--- src/hw/rtl/drdt_pkg.sv ---
package drdt_pkg;

  localparam int CH_COUNT  = 2;   // channels present, 1 or 2
  localparam int CH_SLOTS  = 2;   // channel slots decoded by window offset bit 8
  localparam int CH_IDX_W  = 1;

  localparam int DIV_STEPS = 32;  // one dividend bit per step
  localparam int DIV_CNT_W = $clog2(DIV_STEPS + 1);

  localparam logic [31:0] STEP_RESET = 32'h0004_0000;

  localparam logic [7:0] CR_START     = 8'h01;
  localparam logic [7:0] CR_RUNNING   = 8'h02;
  localparam logic [7:0] CR_UNDERFLOW = 8'h20;

  localparam logic [7:0] OFF_CMPA  = 8'h04;
  localparam logic [7:0] OFF_CMPB  = 8'h08;
  localparam logic [7:0] OFF_CTRL  = 8'h0C;
  localparam logic [7:0] OFF_MODE1 = 8'h0D;
  localparam logic [7:0] OFF_MODE2 = 8'h0E;
  localparam logic [7:0] OFF_MODE3 = 8'h0F;
  localparam logic [7:0] OFF_IOC   = 8'h10;

  typedef enum logic [1:0] {
    OP_READ  = 2'd0,
    OP_WRITE = 2'd1,
    OP_TICK  = 2'd2,
    OP_NOP   = 2'd3
  } op_t;

  typedef struct packed {
    logic        start;
    logic [31:0] dividend;
    logic [32:0] divisor;
  } rem_req_t;

endpackage

--- src/hw/rtl/dual_reload_down_timer.sv ---
// a read, write or no-op beat goes to S_DONE and is registered onto out once out is free
// a tick steps through the channels in S_CHAN; a channel that wraps also waits in S_DIV
//   for the bit-serial 33-bit remainder, one dividend bit a cycle; then on to S_DONE
// one input beat at a time; the next beat is taken while the previous result still
//   waits on out
// reset: synchronous active-low rst_n clears all channel registers, tick_step to 0x40000
module dual_reload_down_timer (
  input  logic        clk,
  input  logic        rst_n,
  input  logic        in_tvalid,
  output logic        in_tready,
  input  logic [47:0] in_tdata,   // window_offset[8:0], access_bytes[12:9], write_data[44:13]
  input  logic [1:0]  in_tuser,   // operation[1:0]
  output logic        out_tvalid,
  input  logic        out_tready,
  output logic [39:0] out_tdata,  // read_data[31:0], wake_event[32], underflow_rises[34:33]
  input  logic        cfg_wr_en,
  input  logic [31:0] cfg_wr_data
);

  typedef enum logic [3:0] {
    S_IDLE = 4'b0001,
    S_CHAN = 4'b0010,
    S_DIV  = 4'b0100,
    S_DONE = 4'b1000
  } state_t;

  state_t state_r, state_nxt;

  logic [31:0] tick_step_r;
  logic [31:0] count_r  [drdt_pkg::CH_SLOTS];
  logic [31:0] reload_r [drdt_pkg::CH_SLOTS];
  logic [31:0] cmpa_r   [drdt_pkg::CH_SLOTS];
  logic [31:0] cmpb_r   [drdt_pkg::CH_SLOTS];
  logic [7:0]  ctrl_r   [drdt_pkg::CH_SLOTS];
  logic [7:0]  mode1_r  [drdt_pkg::CH_SLOTS];
  logic [7:0]  mode2_r  [drdt_pkg::CH_SLOTS];
  logic [7:0]  mode3_r  [drdt_pkg::CH_SLOTS];
  logic [7:0]  ioc_r    [drdt_pkg::CH_SLOTS];

  logic [drdt_pkg::CH_IDX_W-1:0] ch_idx_r, ch_idx_nxt;
  logic [31:0] res_rd_r, res_rd_nxt;
  logic [1:0]  res_rises_r, res_rises_nxt;
  logic        out_valid_r;
  logic [39:0] out_data_r;

  drdt_pkg::op_t op;
  logic [8:0]    in_off;
  logic [7:0]    off;
  logic [3:0]    nbytes;
  logic [31:0]   wdata;
  logic          in_fire;
  logic          chan_ok;

  logic [drdt_pkg::CH_IDX_W-1:0] cur_ch;
  logic        last_ch;
  logic [31:0] cur_count, cur_reload;
  logic [7:0]  cur_ctrl;

  logic [31:0] cell_word;
  logic [1:0]  lane;
  logic [31:0] rd_val;
  logic [2:0]  lane_sum;

  drdt_pkg::rem_req_t rem_req;
  logic               rem_done;
  logic [32:0]        rem_val;

  logic        cnt_wr;
  logic [31:0] cnt_wval;
  logic        uf_set;

  assign op      = drdt_pkg::op_t'(in_tuser);
  assign in_off  = in_tdata[8:0];
  assign off     = in_off[7:0];
  assign nbytes  = in_tdata[12:9];
  assign wdata   = in_tdata[44:13];
  assign in_fire = in_tvalid && in_tready;
  assign chan_ok = (32'(in_off[8]) < drdt_pkg::CH_COUNT);

  assign in_tready = (state_r == S_IDLE);

  // one channel read port: the window channel when idle, the tick channel otherwise
  assign cur_ch     = (state_r == S_IDLE) ? in_off[8] : ch_idx_r;
  assign cur_count  = count_r[cur_ch];
  assign cur_reload = reload_r[cur_ch];
  assign cur_ctrl   = ctrl_r[cur_ch];
  assign last_ch    = (ch_idx_r == drdt_pkg::CH_IDX_W'(drdt_pkg::CH_COUNT - 1));

  // register cell and starting lane
  always_comb begin
    lane = off[1:0];
    if (off < drdt_pkg::OFF_CMPA) begin
      cell_word = count_r[cur_ch];
    end else if (off < drdt_pkg::OFF_CMPB) begin
      cell_word = cmpa_r[cur_ch];
    end else if (off < drdt_pkg::OFF_CTRL) begin
      cell_word = cmpb_r[cur_ch];
    end else begin
      lane = 2'd0;
      case (off)
        drdt_pkg::OFF_CTRL:  cell_word = {24'd0, ctrl_r[cur_ch]};
        drdt_pkg::OFF_MODE1: cell_word = {24'd0, mode1_r[cur_ch]};
        drdt_pkg::OFF_MODE2: cell_word = {24'd0, mode2_r[cur_ch]};
        drdt_pkg::OFF_MODE3: cell_word = {24'd0, mode3_r[cur_ch]};
        default:             cell_word = {24'd0, ioc_r[cur_ch]};
      endcase
    end
  end

  always_comb begin
    rd_val   = '0;
    lane_sum = '0;
    for (int i = 0; i < 4; i++) begin
      lane_sum = {1'b0, lane} + 3'(i);
      if ((4'(i) < nbytes) && !lane_sum[2]) begin
        rd_val[8*i +: 8] = cell_word[8*lane_sum[1:0] +: 8];
      end
    end
  end

  // sequencer
  always_comb begin
    state_nxt     = state_r;
    ch_idx_nxt    = ch_idx_r;
    res_rd_nxt    = res_rd_r;
    res_rises_nxt = res_rises_r;
    rem_req       = '0;
    cnt_wr        = 1'b0;
    cnt_wval      = cur_count - tick_step_r;
    uf_set        = 1'b0;
    unique case (state_r)
      S_IDLE: begin
        if (in_fire) begin
          res_rd_nxt    = '0;
          res_rises_nxt = '0;
          if (op == drdt_pkg::OP_TICK) begin
            ch_idx_nxt = '0;
            state_nxt  = S_CHAN;
          end else begin
            if ((op == drdt_pkg::OP_READ) && chan_ok) begin
              res_rd_nxt = rd_val;
            end
            state_nxt = S_DONE;
          end
        end
      end
      S_CHAN: begin
        if ((cur_ctrl & drdt_pkg::CR_START) == '0) begin
          state_nxt  = last_ch ? S_DONE : S_CHAN;
          ch_idx_nxt = last_ch ? ch_idx_r : ch_idx_r + 1'b1;
        end else if (cur_count > tick_step_r) begin
          cnt_wr     = 1'b1;
          state_nxt  = last_ch ? S_DONE : S_CHAN;
          ch_idx_nxt = last_ch ? ch_idx_r : ch_idx_r + 1'b1;
        end else begin
          // wrap: new count is reload - ((deficit - 1) mod (reload + 1))
          rem_req.start    = 1'b1;
          rem_req.dividend = tick_step_r - cur_count - 32'd1;
          rem_req.divisor  = {1'b0, cur_reload} + 33'd1;
          state_nxt        = S_DIV;
        end
      end
      S_DIV: begin
        if (rem_done) begin
          cnt_wr   = 1'b1;
          cnt_wval = cur_reload - rem_val[31:0];
          if ((cur_ctrl & drdt_pkg::CR_UNDERFLOW) == '0) begin
            uf_set                  = 1'b1;
            res_rises_nxt[ch_idx_r] = 1'b1;
          end
          state_nxt  = last_ch ? S_DONE : S_CHAN;
          ch_idx_nxt = last_ch ? ch_idx_r : ch_idx_r + 1'b1;
        end
      end
      S_DONE: begin
        if (!out_valid_r || out_tready) begin
          state_nxt = S_IDLE;
        end
      end
      default: state_nxt = S_IDLE;
    endcase
  end

  always_ff @(posedge clk) begin
    if (!rst_n) begin
      state_r     <= S_IDLE;
      ch_idx_r    <= '0;
      out_valid_r <= 1'b0;
    end else begin
      state_r  <= state_nxt;
      ch_idx_r <= ch_idx_nxt;
      if ((state_r == S_DONE) && (!out_valid_r || out_tready)) begin
        out_valid_r <= 1'b1;
      end else if (out_tready) begin
        out_valid_r <= 1'b0;
      end
    end
  end

  always_ff @(posedge clk) begin
    res_rd_r    <= res_rd_nxt;
    res_rises_r <= res_rises_nxt;
    if ((state_r == S_DONE) && (!out_valid_r || out_tready)) begin
      out_data_r <= {5'd0, res_rises_r, res_rises_r[0], res_rd_r};
    end
  end

  always_ff @(posedge clk) begin
    if (!rst_n) begin
      tick_step_r <= drdt_pkg::STEP_RESET;
    end else if (cfg_wr_en) begin
      tick_step_r <= cfg_wr_data;
    end
  end

  // channel registers
  always_ff @(posedge clk) begin
    if (!rst_n) begin
      for (int c = 0; c < drdt_pkg::CH_SLOTS; c++) begin
        count_r[c]  <= '0;
        reload_r[c] <= '0;
        cmpa_r[c]   <= '0;
        cmpb_r[c]   <= '0;
        ctrl_r[c]   <= '0;
        mode1_r[c]  <= '0;
        mode2_r[c]  <= '0;
        mode3_r[c]  <= '0;
        ioc_r[c]    <= '0;
      end
    end else begin
      if (in_fire && (op == drdt_pkg::OP_WRITE) && chan_ok) begin
        if (off < drdt_pkg::OFF_CMPA) begin
          count_r[cur_ch]  <= wdata;
          reload_r[cur_ch] <= wdata;
        end else if (off < drdt_pkg::OFF_CMPB) begin
          cmpa_r[cur_ch] <= wdata;
        end else if (off < drdt_pkg::OFF_CTRL) begin
          cmpb_r[cur_ch] <= wdata;
        end else begin
          case (off)
            drdt_pkg::OFF_CTRL: begin
              ctrl_r[cur_ch] <= (cur_ctrl & wdata[7:0] & drdt_pkg::CR_UNDERFLOW)
                              | (wdata[0] ? (drdt_pkg::CR_START | drdt_pkg::CR_RUNNING)
                                          : 8'd0);
            end
            drdt_pkg::OFF_MODE1: mode1_r[cur_ch] <= wdata[7:0];
            drdt_pkg::OFF_MODE2: mode2_r[cur_ch] <= wdata[7:0];
            drdt_pkg::OFF_MODE3: mode3_r[cur_ch] <= wdata[7:0];
            drdt_pkg::OFF_IOC:   ioc_r[cur_ch]   <= wdata[7:0];
            default: ;
          endcase
        end
      end
      if (cnt_wr) begin
        count_r[cur_ch] <= cnt_wval;
      end
      if (uf_set) begin
        ctrl_r[cur_ch] <= cur_ctrl | drdt_pkg::CR_UNDERFLOW;
      end
    end
  end

  drdt_rem u_rem (
    .clk   (clk),
    .rst_n (rst_n),
    .req   (rem_req),
    .done  (rem_done),
    .rem   (rem_val)
  );

  assign out_tvalid = out_valid_r;
  assign out_tdata  = out_data_r;

  a_done_in_div: assert property (@(posedge clk) disable iff (!rst_n)
    rem_done |-> (state_r == S_DIV))
    else $error("remainder finished outside divide state");

  a_rem_range: assert property (@(posedge clk) disable iff (!rst_n)
    (rem_done && (state_r == S_DIV)) |-> (rem_val <= {1'b0, cur_reload}))
    else $error("remainder not below period");

  a_one_beat: assert property (@(posedge clk) disable iff (!rst_n)
    in_fire |=> !in_tready)
    else $error("second beat taken while busy");

  a_wake_bit: assert property (@(posedge clk) disable iff (!rst_n)
    out_tvalid |-> (out_tdata[32] == out_tdata[33]))
    else $error("wake flag differs from channel 0 rise");

  a_tick_no_read: assert property (@(posedge clk) disable iff (!rst_n)
    (out_tvalid && (out_tdata[34:33] != 2'b00)) |-> (out_tdata[31:0] == 32'd0))
    else $error("tick result carries read data");

endmodule

--- src/hw/rtl/drdt_rem.sv ---
module drdt_rem (
  input  logic               clk,
  input  logic               rst_n,
  input  drdt_pkg::rem_req_t req,
  output logic               done,
  output logic [32:0]        rem
);

  logic                           busy_r;
  logic [drdt_pkg::DIV_CNT_W-1:0] cnt_r;
  logic [31:0]                    dvd_r;
  logic [32:0]                    div_r;
  logic [32:0]                    rem_r;

  logic [33:0] shifted;
  logic [34:0] diff;

  // restoring step: bring in the next dividend bit, subtract when it fits
  assign shifted = {rem_r, dvd_r[31]};
  assign diff    = {1'b0, shifted} - {2'b00, div_r};

  assign done = busy_r && (cnt_r == '0);
  assign rem  = rem_r;

  always_ff @(posedge clk) begin
    if (!rst_n) begin
      busy_r <= 1'b0;
      cnt_r  <= '0;
    end else if (req.start) begin
      busy_r <= 1'b1;
      cnt_r  <= drdt_pkg::DIV_CNT_W'(drdt_pkg::DIV_STEPS);
    end else if (busy_r) begin
      if (cnt_r == '0) begin
        busy_r <= 1'b0;
      end else begin
        cnt_r <= cnt_r - 1'b1;
      end
    end
  end

  always_ff @(posedge clk) begin
    if (req.start) begin
      dvd_r <= req.dividend;
      div_r <= req.divisor;
      rem_r <= '0;
    end else if (busy_r && (cnt_r != '0)) begin
      dvd_r <= {dvd_r[30:0], 1'b0};
      if (!diff[34]) begin
        rem_r <= diff[32:0];
      end else begin
        rem_r <= shifted[32:0];
      end
    end
  end

endmodule

--- config.mk ---
export PLATFORM = sky130hd
export DESIGN_NAME = dual_reload_down_timer
export DESIGN_NICKNAME = d
export VERILOG_FILES = /design/src/hw/rtl/drdt_pkg.sv /design/src/hw/rtl/dual_reload_down_timer.sv /design/src/hw/rtl/drdt_rem.sv
export SDC_FILE = /design/constraint.sdc
export NUM_CORES = 1
export LEC_CHECK = 0
export BUFFER_PORTS_ARGS = -buffer_cell sky130_fd_sc_hd__buf_2
export CAP_MARGIN = 10
export CORE_MARGIN = 4
export CORE_UTILIZATION = 30
export CTS_BUF_LIST = sky130_fd_sc_hd__clkbuf_8
export CTS_CLUSTER_SIZE = 20
export DETAILED_ROUTE_END_ITERATION = 6
export GPL_TIMING_DRIVEN = 1
export PLACE_DENSITY_LB_ADDON = 0.08
export REMOVE_ABC_BUFFERS = 1
export SETUP_SLACK_MARGIN = 0.1
export SYNTH_ARGS = -nofsm -noshare
export SYNTH_HDL_FRONTEND = slang
export SYNTH_SLANG_ARGS = --single-unit
--- constraint.sdc ---
create_clock -name clk -period 13.4 [get_ports clk]
set_input_delay 2.01 -clock clk [delete_from_list [all_inputs] [get_ports clk]]
set_output_delay 2.01 -clock clk [all_outputs]
set_load 0.03 [all_outputs]
=== Yosys cells after proc, flatten, opt, wreduce, memory -nomap -nowiden ===
Memory sizes are Yosys's and may differ from the RTL's.
Index checks and enable logic that the tools add are counted.

* Equal/unequal tests: 18
* Reduce and logical (&&, ||, !) cells: 45
* Shift operators: 4
* Bitwise logic cells: 13
* Order comparisons: 10
* Mux-type cells: 139
* $add $sub $neg: 11

{| class="wikitable"
|+ Operators with widths
! kind !! count
|-
| 32-bit 2-to-1 mux || 12
|-
| 66-bit 2-to-1 mux || 3
|-
| 32-bit OR reduction || 4
|-
| 32-bit by 6-bit indexed part select with 8-bit output || 4
|-
| 32-bit subtractor || 3
|-
| 1-bit 2-to-1 mux || 94
|-
| 8-bit 2-to-1 mux || 6
|-
| 8-bit OR reduction || 5
|-
| 34-bit by 33-bit subtractor with 35-bit output || 1
|-
| 32-bit by 1-bit adder with 33-bit output (second input constant) || 1
|-
| 33-bit 2-to-1 mux || 1
|-
| 8-bit by 4-bit equality test with 1-bit output (second input constant) || 4
|-
| 32-bit > comparator || 1
|-
| 8-bit case mux with 4 select lines || 1
|-
| 32-bit by 1-bit subtractor with 32-bit output (second input constant) || 1
|-
| 4-bit 2-to-1 mux || 7
|-
| 6-bit 2-to-1 mux || 3
|-
| 8-bit zero test || 2
|-
| 8-bit by 4-bit less-than comparator with 1-bit output (second input constant) || 2
|-
| 4-bit case mux with 4 select lines || 1
|-
| 3-bit OR reduction || 5
|-
| 2-bit 2-to-1 mux || 7
|-
| 1-bit logical AND || 9
|-
| 8-bit by 5-bit equality test with 1-bit output (second input constant) || 1
|-
| 39 further kinds || 62
|}

* Flip-flop bits (word level): 212
* Input bits: 87
* Memory bits (writable): 336
* Memories: 9

{| class="wikitable"
|+ Memory list
! name !! words !! bits a word !! read ports !! clocked after memory_dff !! wr ports !! line !! source
|-
| cmpa_r || 2 || 32 || 1 || 0 || 2 || dual_reload_down_timer.sv:33 || <nowiki>logic [31:0] cmpa_r [drdt_pkg::CH_SLOTS];</nowiki>
|-
| cmpb_r || 2 || 32 || 1 || 0 || 2 || dual_reload_down_timer.sv:34 || <nowiki>logic [31:0] cmpb_r [drdt_pkg::CH_SLOTS];</nowiki>
|-
| count_r || 2 || 32 || 1 || 0 || 2 || dual_reload_down_timer.sv:31 || <nowiki>logic [31:0] count_r [drdt_pkg::CH_SLOTS];</nowiki>
|-
| reload_r || 2 || 32 || 1 || 0 || 2 || dual_reload_down_timer.sv:32 || <nowiki>logic [31:0] reload_r [drdt_pkg::CH_SLOTS];</nowiki>
|-
| ctrl_r || 2 || 8 || 1 || 0 || 2 || dual_reload_down_timer.sv:35 || <nowiki>logic [7:0] ctrl_r [drdt_pkg::CH_SLOTS];</nowiki>
|-
| ioc_r || 2 || 8 || 1 || 0 || 2 || dual_reload_down_timer.sv:39 || <nowiki>logic [7:0] ioc_r [drdt_pkg::CH_SLOTS];</nowiki>
|-
| 3 more memories || n/a || n/a || n/a || n/a || n/a || n/a ||
|}

=== Longest topological paths before layout ===
An unclocked memory read counts as a cell.

* Depth in word-level cells: 13
* Depth in mapped cells: 27
* Gate-level depth less buffers: 19

=== Hierarchy ===
From an unflattened synthesis, not the netlist that was laid out.

* Cell total of the unflattened synthesis: 3399
* Area total of the unflattened synthesis: 32766.4 um^2

{| class="wikitable"
|+ By module, submodules not included
! module !! instances !! cells an instance !! area each (um^2)
|-
| dual_reload_down_timer || 1 || 2796 || 26768.2
|-
| drdt_rem || 1 || 603 || 5998.3
|}

=== Least setup slack after synthesis ===
OpenSTA, ideal clock, no wires.

* Path type: input -> register
* Start: in in_tdata[8]
* End: reg u_rem.dvd_r[0] (enable)
* Stages on the path: 22
* Slack: 6416 ps
* Library setup time: 478 ps
* Required time: 12922 ps
* Arrival: 6506 ps
* Cells stage by stage: mux2i_4 > buf_2 > buf_4 > buf_4 > buf_2 > buf_2 > clkbuf_1 > nand2_1 > nand2_1 > ha_1 > clkbuf_1 > nand2_1 > nor4_2 > o21ai_1 > a31oi_1 > o21bai_1 > and3_1 > o21ai_1 > buf_2 > clkbuf_1 > buf_2 > nand2_1

* Cells in the longest elaborated chain, start to end: 7
* Elaborated cells on any way between the ends: 9

{| class="wikitable"
|+ Ends and longest elaborated chain
! item !! line !! source
|-
| from (decl) || dual_reload_down_timer.sv:12 || <nowiki>input logic [47:0] in_tdata,</nowiki>
|-
| 1-bit 2-to-1 mux (*) || dual_reload_down_timer.sv:84 || <nowiki>assign cur_ch = (state_r == S_IDLE) ? in_off[8] : ch_idx_r;</nowiki>
|-
| memory 2 x 32 bit || n/a ||
|-
| 32-bit > comparator || dual_reload_down_timer.sv:152 || <nowiki>end else if (cur_count > tick_step_r) begin</nowiki>
|-
| 66-bit 2-to-1 mux || dual_reload_down_timer.sv:152 ||
|-
| 66-bit 2-to-1 mux (*) || dual_reload_down_timer.sv:149 || <nowiki>if ((cur_ctrl & drdt_pkg::CR_START) == '0) begin</nowiki>
|-
| 66-bit 2-to-1 mux (*) || dual_reload_down_timer.sv:132 || <nowiki>unique case (state_r)</nowiki>
|-
| 2-bit nonzero test (no line) (*) || n/a ||
|-
| to (signal assigned) || drdt_rem.sv:43 || <nowiki>dvd_r <= req.dividend;</nowiki>
|-
| to (signal assigned) || drdt_rem.sv:47 || <nowiki>dvd_r <= {dvd_r[30:0], 1'b0};</nowiki>
|-
| to (decl) || drdt_rem.sv:11 || <nowiki>logic [31:0] dvd_r;</nowiki>
|}

Mark *: on every way between the ends. The rest lies on a longest branch, timed or not.
A chain may end at the register's enable or synchronous reset.

==> impl_metrics.toml <==
[run_status]
status = "completed"

[place]
placedCellCount = 4733
place_ws_ns = 4.77
numPortBuffers = 120
dp_hpwl_um = 81000
gp_congestion = 0.870
place_area_um2 = 34400

[cts]
post_cts_buffers = 0
cts_sinks = 547
clkTransAtPathRegs_ns = 0.06
clk_path_buf_depth = 3
clock_latency_ns = 0.76
cts-resized-gates = 0
clockRootBuffer = "clkbuf_8"
cts_buffers = 101
cts_tree = "done"
holdBufCountCts = 0
h-tree-depth = 3

[die]
die_h_um = 337
core-area_um2 = 107000
row_count = 120
ios = 129
start_util = 0.303
die_area_um2 = 113000
die_w_um = 337

[layout]
n_fill_cell = 11000
final_nets = 3657
area_delta_synth_final_pct = 12.1
design_area_um2 = 36400
seqCellArea_um2 = 15600
stdcell_count = 4926
drive_gt1_frac = 0.109
final_util = 0.339
multi_input_comb_area_um2 = 15400

[sta]
slew_headroom = 0.178
grt_setup_unrepaired = "false"
hold_viol_final = 0
post-route-period-util = 0.589
tns_ns = 0
finalSetupViolCount = 0
max_freq_mhz = 127
period_minus_slack_ns = 7.89
hold_slack_ns = 0.404
finalMaxSlewViolations = 0
worst_pin_slew_ns = 1.23
fin_worst_skew_ns = 0.0703
setup_slack_ns = 5.51

[worst_setup_path]
r2r_end = "count_r[1][24]$_SDFFCE_PN0P_"
critPathLaunchType = "primary input"
critPathLaunch = "in_tdata[8]"
crit_arrival_ns = 8.27
criticalPathCategory = "primary input to flop"
ff2ff_setup_slack_ns = 6.06
required_ns = 13.79
cp_max_fo = 63
rr_startpoint = "state_r[1]$_SDFFE_PN0P_"
rr_worst_depth = 21
end_kind = "flop"
crit_end = "count_r[1][24]$_SDFFCE_PN0P_"

[grt]
antenna_found_initial = 13
grtUsageTotal = 0.193
grt_overflow_total = 0
grt_max_degree = 74
grt_pass1_vias = 25100
grt_first_pass_wirelength_um = 164000

[yosys]
ys_top_cells_by_count = "edfxtp_1, nand2_1, nor2_1"
syn_area_um2 = 32400
synth_most_common_cell = "edfxtp_1"
ys_warn_count = 0
synth-main-ff-cell = "edfxtp_1"
yosysTopAreaCell = "edfxtp_1"
synth_cells = 3359
synth.top_cell.area_share = 0.434
synth-seq-cells = 547
ys_seq_area_frac = 0.482
syn_area_per_cell_um2 = 9.66
synthArstFlopShare = 0
synth_cell_types = 87
synthTopCellsByArea = "edfxtp_1, ha_1, nand2_1"
synth_edf_count = 469

[power]
p_total_mw = 4.46
p_leak_nw = 15.1
combPwrFrac = 0.212
switching_share = 0.323
pwr-share-seq = 0.438
power_switching_mw = 1.44
p_clk_frac = 0.349
power.density_nw_per_um2 = 123
vdd_drop_max_v = 0.0000659
p_int_mw = 3.02

[routing]
routed_wl_um = 112000
ant_nets = 0
drt_first_pass_iters = 7
drc = 0
num_vias = 25400
drt-wirelength-per-cell_um = 22.7
viasPerCell = 5.15
dr.first_iter.drc_count = 1943

[hold_path]
hp-class = "flop to flop"
hold_depth = 0

[job]
cap_violations = 0
## flip-flops by register name, summed over array words and instances, names as in the netlist, 6 cells and up
register / cells
mode3_r: 16
cmpa_r: 64
out_tdata: 34
u_rem.rem: 33
ioc_r: 16
cmpb_r: 64
u_rem.div_r: 33
u_rem.cnt_r: 6
count_r: 64
u_rem.dvd_r: 32
ctrl_r: 16
tick_step_r: 32
res_rd_r: 32
mode1_r: 16
reload_r: 64
mode2_r: 16
## routing by layer
metal	up-vias	track usage	routed length, µm
li1	12100	-	-
met1	12500	0.257	49900
met2	607	0.327	53800
met3	138	0.0317	5570
met4	6	0.0465	2660
met5	-	0	41
## area by class of cell
type	count	share of cell area
Timing Repair Buffer	172	0.0274
Clock inverter	76	0.0113
Multi-Input combinational cell	2432	0.423
Tap cell	1403	0.0483
Antenna cell	5	0.000344
Clock buffer	109	0.0412
Sequential cell	547	0.430
Inverter	182	0.0188
## power by group through the flow
stage / clock network, mW / registers (mW) / logic (mW)
detailed placement: 0 / 1.99 / 0.944
finish: 1.56 / 1.96 / 0.948
global route: 1.69 / 1.96 / 1.04
global placement: 0 / 1.99 / 0.938
CTS: 1.61 / 1.96 / 0.951
floorplan: 0 / 1.98 / 0.607
## kinds of logic after synthesis
logic type	count (synthesis)	share of synthesized area
adder cells (fa/ha/maj)	134	0.0524
AO/OA/AOI/OAI	680	0.133
buffers and inverters	384	0.0482
multiplexers	160	0.0541
XOR/XNOR	121	0.0327
AND/OR/NAND/NOR	1332	0.197
other	1	0.000116
flip-flops	547	0.482
## layout by cell type (no fill, tap or decap), drive strengths merged, types with 75 or more instances in the layout
cell type,n
inv,227
clkbuf,110
mux2i,119
nor2,302
nand3,75
edfxtp,469
o21ai,161
buf,171
a21oi,212
and2,180
nand2,431
xnor2,88
and3,122
dfxtp,78
ha,131
## critical path: stages
cell,delay (ns)
buf_2,0.15
mux2_8,0.53
buf_4,0.64
mux2_2,0.49
ha_1,0.56
nand4_1,0.32
nor4_2,0.42
o21ai_1,0.16
a31oi_1,0.29
o21bai_1,0.18
a21oi_1,0.23
o21a_2,0.16
buf_4,0.57
a22oi_4,0.06
buf_4,0.33
nand2_1,0.48
buf_4,0.45
## worst min-delay path by stage
| stage | start | to | slack [ns] |
|---|---|---|---|
| finish | res_rd_r[25]$_SDFFCE_PP0P_ | out_tdata[25]$_DFFE_PP_ | 0.40 |
| global placement | res_rd_r[20]$_SDFFCE_PP0P_ | out_tdata[20]$_DFFE_PP_ | 0.41 |
| floorplan | res_rd_r[0]$_SDFFCE_PP0P_ | out_tdata[0]$_DFFE_PP_ | 0.40 |
| detailed placement | res_rd_r[20]$_SDFFCE_PP0P_ | out_tdata[20]$_DFFE_PP_ | 0.41 |
| CTS | res_rd_r[25]$_SDFFCE_PP0P_ | out_tdata[25]$_DFFE_PP_ | 0.41 |
| global route | res_rd_r[25]$_SDFFCE_PP0P_ | out_tdata[25]$_DFFE_PP_ | 0.42 |
Power figures use the tool's default switching activity.
